==> src/ahw_pkg.sv <==
// Package for the angle to hue-wheel color unit: register indexes and fixed-point constants.
`timescale 1ns / 1ps
package ahw_pkg;

  typedef enum logic [1:0] {
    REG_DEGREES = 2'd0,
    REG_HALF    = 2'd1,
    REG_SAT     = 2'd2,
    REG_VALUE   = 2'd3
  } cfg_reg_t;

  localparam int unsigned AngleW  = 16;
  localparam int unsigned ChanW   = 8;
  localparam int unsigned SectorW = 4;

  // round(179 * 2^16 / (2*pi))
  localparam logic [20:0] RadHueMul   = 21'd1867038;
  localparam logic [7:0]  HueSpan     = 8'd179;
  localparam logic [7:0]  HueMax      = 8'hFF;
  // y / 45 as (y * 11651) >> 19, exact for y below 11520
  localparam logic [13:0] DegRecip    = 14'd11651;
  localparam logic [14:0] DegSatLimit = 15'd11520;
  // floor(r * 2^16 / 179) as (r * FracRecip) >> 16
  localparam logic [24:0] FracRecip   = 25'd23994231;
  // floor(n / 255) as (n * Div255Recip) >> 32, n below 2^24
  localparam logic [24:0] Div255Recip = 25'd16843010;
  localparam logic [16:0] OneQ16      = 17'h10000;

  localparam logic [3:0] Sector1 = 4'd1;
  localparam logic [3:0] Sector2 = 4'd2;
  localparam logic [3:0] Sector3 = 4'd3;
  localparam logic [3:0] Sector4 = 4'd4;
  localparam logic [3:0] Sector5 = 4'd5;

  localparam int unsigned Latency = 9;

endpackage

==> src/angle_to_hue_wheel_color_unit.sv <==
// Angle to hue-wheel color unit: nine-stage pipeline from angle to hue to BGR.
// Each start transfer shifts a valid bit down the chain of stage valids; done is the last of them.
// Throughput: one angle per clock while busy is low; busy is low except during reset.
// Stages hold multipliers, add-and-compare logic or selection muxes.
// Reset (rst, synchronous) clears all stage valids and loads the register defaults.
// Results cannot be stalled: done is high for exactly one cycle per transfer.
`timescale 1ns / 1ps
module angle_to_hue_wheel_color_unit (
  input  logic                             clk,
  input  logic                             rst,
  input  logic                             start,
  output logic                             busy,
  input  logic [ahw_pkg::AngleW-1:0]       angle,
  output logic                             done,
  output logic [ahw_pkg::ChanW-1:0]        blue,
  output logic [ahw_pkg::ChanW-1:0]        green,
  output logic [ahw_pkg::ChanW-1:0]        red,
  output logic [ahw_pkg::ChanW-1:0]        hue,
  input  logic                             cfg_write,
  input  logic [1:0]                       cfg_index,
  input  logic [ahw_pkg::ChanW-1:0]        cfg_data
);

  // configuration
  logic       deg_mode;
  logic       half;
  logic [7:0] sat;
  logic [7:0] val;

  always_ff @(posedge clk) begin
    if (rst) begin
      deg_mode <= 1'b0;
      half     <= 1'b1;
      sat      <= 8'hFF;
      val      <= 8'hFF;
    end else if (cfg_write) begin
      case (ahw_pkg::cfg_reg_t'(cfg_index))
        ahw_pkg::REG_DEGREES: deg_mode <= cfg_data[0];
        ahw_pkg::REG_HALF:    half     <= cfg_data[0];
        ahw_pkg::REG_SAT:     sat      <= cfg_data;
        ahw_pkg::REG_VALUE:   val      <= cfg_data;
        default: ;
      endcase
    end
  end

  assign busy = rst;

  logic [ahw_pkg::Latency-1:0] valid;
  logic                        take;
  assign take = start & ~busy;

  always_ff @(posedge clk) begin
    if (rst) begin
      valid <= '0;
    end else begin
      valid <= {valid[ahw_pkg::Latency-2:0], take};
    end
  end
  assign done = valid[ahw_pkg::Latency-1];

  // stage 1: angle products
  logic [36:0] rad_prod;
  logic [23:0] deg_prod;

  always_ff @(posedge clk) begin
    rad_prod <= 37'(angle) * 37'(ahw_pkg::RadHueMul);
    deg_prod <= 24'(angle) * 24'(ahw_pkg::HueSpan);
  end

  // stage 2: radian hue, degree reciprocal product
  logic [8:0]  rad_shift;
  logic [14:0] deg_y;
  logic [7:0]  rad_hue;
  logic        deg_big;
  logic [27:0] deg_mul;

  always_comb begin
    rad_shift = half ? rad_prod[36:28] : {1'b0, rad_prod[36:29]};
    deg_y     = half ? deg_prod[23:9] : {1'b0, deg_prod[23:10]};
  end

  always_ff @(posedge clk) begin
    rad_hue <= rad_shift[8] ? ahw_pkg::HueMax : rad_shift[7:0];
    deg_big <= (deg_y >= ahw_pkg::DegSatLimit);
    deg_mul <= 28'(deg_y[13:0]) * 28'(ahw_pkg::DegRecip);
  end

  // stage 3: hue
  logic [7:0] hue3;

  always_ff @(posedge clk) begin
    if (!deg_mode) begin
      hue3 <= rad_hue;
    end else if (deg_big) begin
      hue3 <= ahw_pkg::HueMax;
    end else begin
      hue3 <= deg_mul[26:19];
    end
  end

  // stage 4: sector and remainder
  logic [10:0] h6;
  logic [3:0]  sector_next;
  logic [7:0]  rem_next;
  logic [3:0]  sector4;
  logic [7:0]  rem4;
  logic [7:0]  hue4;

  always_comb begin
    h6          = 11'({hue3, 2'b00}) + 11'({hue3, 1'b0});
    sector_next = '0;
    rem_next    = h6[7:0];
    for (int i = 1; i <= 8; i++) begin
      if (h6 >= 11'(i) * 11'(ahw_pkg::HueSpan)) begin
        sector_next = 4'(i);
        rem_next    = 8'(h6 - 11'(i) * 11'(ahw_pkg::HueSpan));
      end
    end
  end

  always_ff @(posedge clk) begin
    sector4 <= sector_next;
    rem4    <= rem_next;
    hue4    <= hue3;
  end

  // stage 5: fraction product
  logic [32:0] frac_prod;
  logic [3:0]  sector5;
  logic [7:0]  hue5;

  always_ff @(posedge clk) begin
    frac_prod <= 33'(rem4) * 33'(ahw_pkg::FracRecip);
    sector5   <= sector4;
    hue5      <= hue4;
  end

  // stage 6: saturation times fraction
  logic [15:0] frac;
  logic [16:0] frac_inv;
  logic [23:0] nq;
  logic [23:0] nt;
  logic [3:0]  sector6;
  logic [7:0]  hue6;

  always_comb begin
    frac     = frac_prod[31:16];
    frac_inv = ahw_pkg::OneQ16 - 17'(frac);
  end

  always_ff @(posedge clk) begin
    nq      <= 24'(sat) * 24'(frac);
    nt      <= 24'(sat) * 24'(frac_inv);
    sector6 <= sector5;
    hue6    <= hue5;
  end

  // stage 7: divide by 255
  logic [48:0] q_prod;
  logic [48:0] t_prod;
  logic [16:0] q_quot;
  logic [16:0] t_quot;
  logic [3:0]  sector7;
  logic [7:0]  hue7;

  always_comb begin
    q_prod = 49'(nq) * 49'(ahw_pkg::Div255Recip);
    t_prod = 49'(nt) * 49'(ahw_pkg::Div255Recip);
  end

  always_ff @(posedge clk) begin
    q_quot  <= q_prod[48:32];
    t_quot  <= t_prod[48:32];
    sector7 <= sector6;
    hue7    <= hue6;
  end

  // stage 8: factors per sector
  logic [16:0] p_sub;
  logic [16:0] fp;
  logic [16:0] fq;
  logic [16:0] ft;
  logic [16:0] fr_next;
  logic [16:0] fg_next;
  logic [16:0] fb_next;
  logic [16:0] fr;
  logic [16:0] fg;
  logic [16:0] fb;
  logic [7:0]  hue8;

  always_comb begin
    // sat * 65536 / 255 = sat * 257 + sat / 255
    p_sub   = 17'({sat, 8'h00}) + 17'(sat) + 17'(sat == 8'hFF);
    fp      = ahw_pkg::OneQ16 - p_sub;
    fq      = ahw_pkg::OneQ16 - q_quot;
    ft      = ahw_pkg::OneQ16 - t_quot;
    fr_next = ahw_pkg::OneQ16;
    fg_next = ahw_pkg::OneQ16;
    fb_next = ahw_pkg::OneQ16;
    case (sector7)
      ahw_pkg::Sector1: begin
        fr_next = fq;
        fb_next = fp;
      end
      ahw_pkg::Sector2: begin
        fr_next = fp;
        fb_next = ft;
      end
      ahw_pkg::Sector3: begin
        fr_next = fp;
        fg_next = fq;
      end
      ahw_pkg::Sector4: begin
        fr_next = ft;
        fg_next = fp;
      end
      ahw_pkg::Sector5: begin
        fg_next = fp;
        fb_next = fq;
      end
      default: begin
        fg_next = ft;
        fb_next = fp;
      end
    endcase
  end

  always_ff @(posedge clk) begin
    fr   <= fr_next;
    fg   <= fg_next;
    fb   <= fb_next;
    hue8 <= hue7;
  end

  // stage 9: scale by value
  logic [24:0] r_prod;
  logic [24:0] g_prod;
  logic [24:0] b_prod;

  always_comb begin
    r_prod = 25'(val) * 25'(fr);
    g_prod = 25'(val) * 25'(fg);
    b_prod = 25'(val) * 25'(fb);
  end

  always_ff @(posedge clk) begin
    red   <= r_prod[23:16];
    green <= g_prod[23:16];
    blue  <= b_prod[23:16];
    hue   <= hue8;
  end

endmodule

==> config.mk <==
export PLATFORM = sky130hd
export DESIGN_NAME = angle_to_hue_wheel_color_unit
export DESIGN_NICKNAME = d
export VERILOG_FILES = /design/src/ahw_pkg.sv /design/src/angle_to_hue_wheel_color_unit.sv
export SDC_FILE = /design/constraint.sdc
export NUM_CORES = 2
export LEC_CHECK = 0
export ABC_AREA = 1
export BUFFER_PORTS_ARGS = -buffer_cell sky130_fd_sc_hd__buf_4
export CAP_MARGIN = 40
export CORE_ASPECT_RATIO = 1.75
export CORE_MARGIN = 3
export CORE_UTILIZATION = 40
export CTS_CLUSTER_DIAMETER = 200
export DETAILED_ROUTE_END_ITERATION = 8
export GPL_TIMING_DRIVEN = 0
export PLACE_DENSITY_LB_ADDON = 0.15
export SLEW_MARGIN = 20
export SYNTH_ARGS = -nofsm -noshare
export SYNTH_HDL_FRONTEND = slang
export SYNTH_SLANG_ARGS = --single-unit
==> constraint.sdc <==
create_clock -name clk -period 7.3 [get_ports clk]
set_clock_uncertainty 0.15 [all_clocks]
set_input_delay 1.46 -clock clk [delete_from_list [all_inputs] [get_ports clk]]
set_output_delay 1.46 -clock clk [all_outputs]
set_load 0.1 [all_outputs]
# Yosys cells after proc, flatten, opt, wreduce, memory -nomap -nowiden

Cells that the tools add are included.

Logic and storage cells: 110
Output and inout bits: 34
Bits of input ports: 30
Flip-flop bits (word level): 392

Multiplexer cells: 22
Multipliers: 11
Magnitude comparators: 9
Eq/ne operators: 9
$add $sub $neg: 15
Bitwise logic cells: 2
Reductions and logical operators: 9

Operators by type and width:

| operator                                                                               | number |
|---|---|
| 17-bit case mux with 3 select lines                                                    | 3 |
| 24-bit by 24-bit multiplier with 48-bit output (second input constant)                 | 2 |
| 8-bit by 17-bit multiplier with 24-bit output                                          | 4 |
| 8-bit 2-to-1 mux                                                                       | 10 |
| 17-bit subtractor (first input constant)                                               | 3 |
| 16-bit by 20-bit multiplier with 36-bit output (second input constant)                 | 1 |
| 11-bit by 10-bit greater-or-equal comparator with 1-bit output (second input constant) | 3 |
| 11-bit greater-or-equal comparator (second input constant)                             | 3 |
| 8-bit by 25-bit multiplier with 32-bit output (second input constant)                  | 1 |
| 8-bit subtractor (second input constant)                                               | 4 |
| 14-bit by 14-bit multiplier with 27-bit output (second input constant)                 | 1 |
| 16-bit by 8-bit multiplier with 24-bit output (second input constant)                  | 1 |
| 8-bit by 16-bit multiplier with 24-bit output                                          | 1 |
| 4-bit 2-to-1 mux                                                                       | 6 |
| 16-bit by 8-bit adder with 17-bit output                                               | 1 |
| 17-bit by 1-bit adder with 17-bit output                                               | 1 |
| 17-bit by 16-bit subtractor with 17-bit output (first input constant)                  | 1 |
| 8-bit by 7-bit subtractor with 8-bit output (second input constant)                    | 2 |
| 15-bit by 14-bit greater-or-equal comparator with 1-bit output (second input constant) | 1 |
| 15-bit 2-to-1 mux                                                                      | 1 |
| 10-bit by 9-bit adder with 11-bit output                                               | 1 |
| 11-bit by 8-bit greater-or-equal comparator with 1-bit output (second input constant)  | 1 |
| 11-bit by 9-bit greater-or-equal comparator with 1-bit output (second input constant)  | 1 |
| 9-bit 2-to-1 mux                                                                       | 1 |
| 14 further kinds                                                                       | 23 |

# Longest topological paths before layout

Depth in word-level cells: 10
Mapped depth: 30
Gate-level depth less buffers: 29

# Worst setup path before layout

OpenSTA, ideal clock, no wires.

Kind: input port to flip-flop
Start point: input port angle[4] (netlist name)
End point: register rad_prod[36]
Buffers on the path: 0
Stages on the path: 20
Setup slack: 1.061 ns
Data arrival time: 5.963 ns
Path through: fa_1 > inv_1 > fa_1 > inv_1 > fa_1 > inv_1 > fa_1 > fa_1 > inv_1 > fa_1 > inv_1 > ha_1 > nand2_1 > nor4_1 > nand2_1 > nand2_1 > nand3_1 > nor2_1 > o21ai_0 > xor2_1

Longest elaborated chain between the ends: 1

RTL lines:

| what                                           | line                                | source |
|---|---|---|
| from (decl)                                    | angle_to_hue_wheel_color_unit.sv:13 | `input logic [ahw_pkg::AngleW-1:0] angle,` |
| 16-bit by 20-bit multiplier with 36-bit output | angle_to_hue_wheel_color_unit.sv:67 | `rad_prod <= 37'(angle) * 37'(ahw_pkg::RadHueMul);` |
| to (signal assigned)                           | angle_to_hue_wheel_color_unit.sv:67 |  |
| to (decl)                                      | angle_to_hue_wheel_color_unit.sv:63 | `logic [36:0] rad_prod;` |

No other way between the ends.
A chain may end at the register's enable or synchronous reset.

# Final worst setup path

Start point: register half
End point: register deg_mul[25]

Longest elaborated chain between the ends: 2

RTL lines:

| what                                           | line                                | source |
|---|---|---|
| from (decl)                                    | angle_to_hue_wheel_color_unit.sv:26 | `logic half;` |
| from (signal assigned)                         | angle_to_hue_wheel_color_unit.sv:39 | `ahw_pkg::REG_HALF: half <= cfg_data[0];` |
| 15-bit 2-to-1 mux                              | angle_to_hue_wheel_color_unit.sv:80 | `deg_y = half ? deg_prod[23:9] : {1'b0, deg_prod[23:10]};` |
| 14-bit by 14-bit multiplier with 27-bit output | angle_to_hue_wheel_color_unit.sv:86 | `deg_mul <= 28'(deg_y[13:0]) * 28'(ahw_pkg::DegRecip);` |
| to (signal assigned)                           | angle_to_hue_wheel_color_unit.sv:86 |  |
| to (decl)                                      | angle_to_hue_wheel_color_unit.sv:76 | `logic [27:0] deg_mul;` |

No other way between the ends.

==> Flow_metrics.wiki <==
{| class="wikitable"
! Metric !! Value
|-
| Status || completed
|-
| Final layout net count || 8254
|-
| Total global routing track utilization || 0.231
|-
| Average routed wire per standard cell || 18.7 um
|-
| Total overflow reported by the global router || 0
|-
| Die outline height || 486 um
|-
| Maximum root-to-sink buffer count || 3
|-
| Final worst path period share || 0.913
|-
| Transition time at the pin with the least slew margin || 0.981 ns
|-
| Cell class contributing the biggest share of worst-path delay || adder cells
|-
| CP Data Required Time || 7.63 ns
|-
| Maximum operating frequency || 150 MHz
|-
| Number of input and output port buffers inserted || 63
|-
| Total CTS buffers || 38
|-
| Setup repair after global routing missed its margin || no
|-
| Estimated wirelength of the detail-placed design || 137000 um
|-
| Share of synthesized registers carrying an async set or reset || 0
|-
| Crit path from || half
|-
| Core Box Area || 130000 sq um
|-
| Number of H-tree branching levels || 2
|-
| Aggregate routed wire length || 155000 um
|-
| Cells on worst reg2reg path || 25
|-
| Distinct cell type count after synthesis || 60
|-
| Maximum net fanout on the critical path || 10
|-
| Commonest register cell after synthesis || sky130_fd_sc_hd__dfxtp_1
|-
| Synth Area per Inst || 8.18 sq um
|-
| Cell type contributing the most total cell area after synthesis || sky130_fd_sc_hd__fa_1
|-
| Number of DRC markers after the initial detailed-route iteration || 1584
|-
| Setup violation total in the final timing report || 0
|-
| Vias per cell || 5.02
|-
| Instance count on the critical path || 25
|-
| Syn nets || 8128
|-
| Total vias in the final route || 41400
|-
| Top cell type's share of synthesized area || 0.271
|-
| Post-detailed-route DRC marker count || 0
|-
| Number of max-cap violations || 0
|-
| Top post-synthesis cells by count || 1544 x sky130_fd_sc_hd__inv_1, 1192 x sky130_fd_sc_hd__nand2_1, 964 x sky130_fd_sc_hd__ha_1
|-
| Arr. time, crit path || 7.00 ns
|-
| Clock tree from TritonCTS || yes
|-
| Dominant cell by count in the synthesized netlist || sky130_fd_sc_hd__inv_1
|-
| Worst hold path type || register to register
|-
| Reg clk slew, reported paths || 0.06 ns
|-
| CP max-delay cell || sky130_fd_sc_hd__fa_1
|-
| Top-level port count || 64
|-
| Layout-stage area growth over the synthesis result || 7.81%
|-
| Cell Area, Synth || 52600 sq um
|-
| Layout cell share with drive strength beyond 1 || 0.0423
|-
| Routability congestion estimate from global placement || 0.931
|-
| Drt pass-1 iters || 5
|-
| Syn Inst Count || 6423
|-
| Worst path most repeated cell || sky130_fd_sc_hd__inv_1
|-
| Full die area || 136000 sq um
|-
| Post-synthesis sequential element count || 319
|-
| Worst setup path end || deg_mul[25]
|-
| Largest net degree at the start of global routing || 17
|-
| Number of global-route vias before repair || 45200
|-
| Worst-case headroom to the max-slew limit || 0.337
|-
| Worst reg2reg endpoint || deg_mul[25]
|-
| Worst-Skew Late Latency || 0.60 ns
|-
| Die X || 280 um
|-
| Critical setup path kind || register to register
|-
| Clk root buf || sky130_fd_sc_hd__clkbuf_16
|-
| First-pass GRT wire length || 242000 um
|-
| Setup_tns || 0 ns
|-
| Period minus WS final || 6.67 ns
|-
| ANT nets after route || 0
|-
| CTS Hold Buffers Added || 0
|-
| R2R Setup Slk || 0.63 ns
|-
| Clk sink count || 319
|-
| Leading post-synthesis cells by cell area || sky130_fd_sc_hd__fa_1 27%, sky130_fd_sc_hd__ha_1 23%, sky130_fd_sc_hd__dfxtp_1 12%
|-
| CP bufs+invs || 8
|-
| Worst Hold Launch || sector5[3]
|-
| Hold Path Stages || 0
|-
| Crit. End Element || register
|-
| Worst reg2reg path startpoint || half
|-
| Number of max-slew violations in the final report || 0
|-
| Kind of start point of the critical path || register
|-
| Synthesis warning total || 0
|-
| Number of enable flip-flop cells after synthesis || 0
|-
| Post CTS Setup Buffer Count || 0
|-
| Initial core utilization || 0.403
|-
| Row cnt || 175
|-
| Stage delay of the slowest cell on the critical path || 0.55 ns
|-
| Final hold violation count || 0
|-
| Initial antenna violation count || 4
|-
| Sequential cell area fraction in the yosys report || 0.121
|}
==> repair_timing <==
action	CTS	global route
setup endpoints to repair	0	4
endpoints found under the hold margin	0	0
resized for setup	0	3
==> flip-flops by register name, indices dropped and copies added (netlist names), 9 cells and up <==
name       flops
deg_prod      15
fb            17
fg            17
fr            17
frac_prod     16
nq            23
nt            24
q_quot        17
rad_prod       9
t_quot        17
valid          9
==> cells by family (layout without fill, tap and decap cells) <==
logic type / count (synthesis) / after routing / share of synthesized area
xor gates and xnor gates: 213 / 213 / 0.0355
buffers and inverters: 1714 / 1869 / 0.124
DFF: 319 / 319 / 0.121
and+or+nand+nor: 1771 / 1771 / 0.138
other: 0 / 2 / 0
AOI/OAI and AO/OA: 731 / 731 / 0.0804
adders and majority gates: 1675 / 1675 / 0.500
==> cell usage in the layout (no fill, tap or decap), drive strengths merged, types with 18 or more instances in the layout <==
master	instances
xnor2	62
nor2	305
buf	105
clkbuf	184
nand2	1204
inv	1561
a21oi	335
o211ai	21
nor3	42
or2	19
o21a	18
nand4	57
ha	964
o221ai	44
a21o	22
nand3	119
dfxtp	319
fa	711
o21ai	200
a31oi	30
xor2	151
==> worst reg2reg max path, stage by stage (launching register included) <==
cell and delay (ns):
sky130_fd_sc_hd__dfxtp_1 0.47, sky130_fd_sc_hd__inv_1 0.09, sky130_fd_sc_hd__clkbuf_1 0.19, sky130_fd_sc_hd__clkbuf_1 0.25, sky130_fd_sc_hd__or2_2 0.32, sky130_fd_sc_hd__o21ai_0 0.12, sky130_fd_sc_hd__inv_1 0.22, sky130_fd_sc_hd__ha_1 0.36
sky130_fd_sc_hd__ha_1 0.28, sky130_fd_sc_hd__inv_1 0.05, sky130_fd_sc_hd__fa_1 0.54, sky130_fd_sc_hd__inv_1 0.06, sky130_fd_sc_hd__fa_1 0.53, sky130_fd_sc_hd__fa_1 0.55, sky130_fd_sc_hd__inv_1 0.05, sky130_fd_sc_hd__fa_1 0.50
sky130_fd_sc_hd__inv_1 0.04, sky130_fd_sc_hd__ha_1 0.33, sky130_fd_sc_hd__nand4_1 0.14, sky130_fd_sc_hd__nor3_1 0.17, sky130_fd_sc_hd__nand3_1 0.12, sky130_fd_sc_hd__nor3_1 0.19, sky130_fd_sc_hd__nor2_1 0.14, sky130_fd_sc_hd__o21ai_0 0.39
sky130_fd_sc_hd__a21oi_1 0.16, sky130_fd_sc_hd__xor2_1 0.17
==> per-stage QoR <==
stage,utilization,setup WS (ns),cell area [sq um],std cells,hold WS (ns)
6_report,0.435,0.632,56700,8261,0.175
5_1_grt,0.435,0.0359,56700,8260,0.181
3_5_place_dp,0.425,0.131,55400,8187,0.162
4_1_cts,0.435,0.136,56600,8256,0.175
2_1_floorplan,-,1.06,52600,6423,0.160
3_3_place_gp,0.423,0.0300,55100,8167,0.161
==> cell type report <==
cell class,instances,area (sq um)
antenna,2,5.00
fill,13500,73600
tap,1681,2100
sequential,319,6390
buffer,159,697
inverter,1555,5840
timing repair buffer,86,714
multi-input combinational,4390,39700
clock buffer,44,1030
clock inverter,25,243
==> how the worst min path moves through the flow <==
| stage | to | slack (ns) |
|---|---|---|
| 2_1_floorplan | hue5[0] | 0.16 |
| 3_3_place_gp | hue8[5] | 0.16 |
| 3_5_place_dp | hue5[2] | 0.16 |
| 4_1_cts | sector6[3] | 0.18 |
| 5_1_grt | hue6[7] | 0.18 |
| 6_report | sector6[3] | 0.18 |
==> routing by layer <==
| metal | wire, um | share of wire | vias up | track usage |
|---|---|---|---|---|
| met5 | 0 | 0 | - | 0 |
| met4 | 12300 | 0.080 | 0 | 0.152 |
| met3 | 3240 | 0.021 | 396 | 0.0168 |
| met2 | 90800 | 0.59 | 750 | 0.489 |
| met1 | 48400 | 0.31 | 20200 | 0.200 |
| li1 | - | - | 20100 | - |
Power is left out: the tool's default activity adds up to more than one toggle a clock period on the data nets, which glitch-free logic cannot reach.
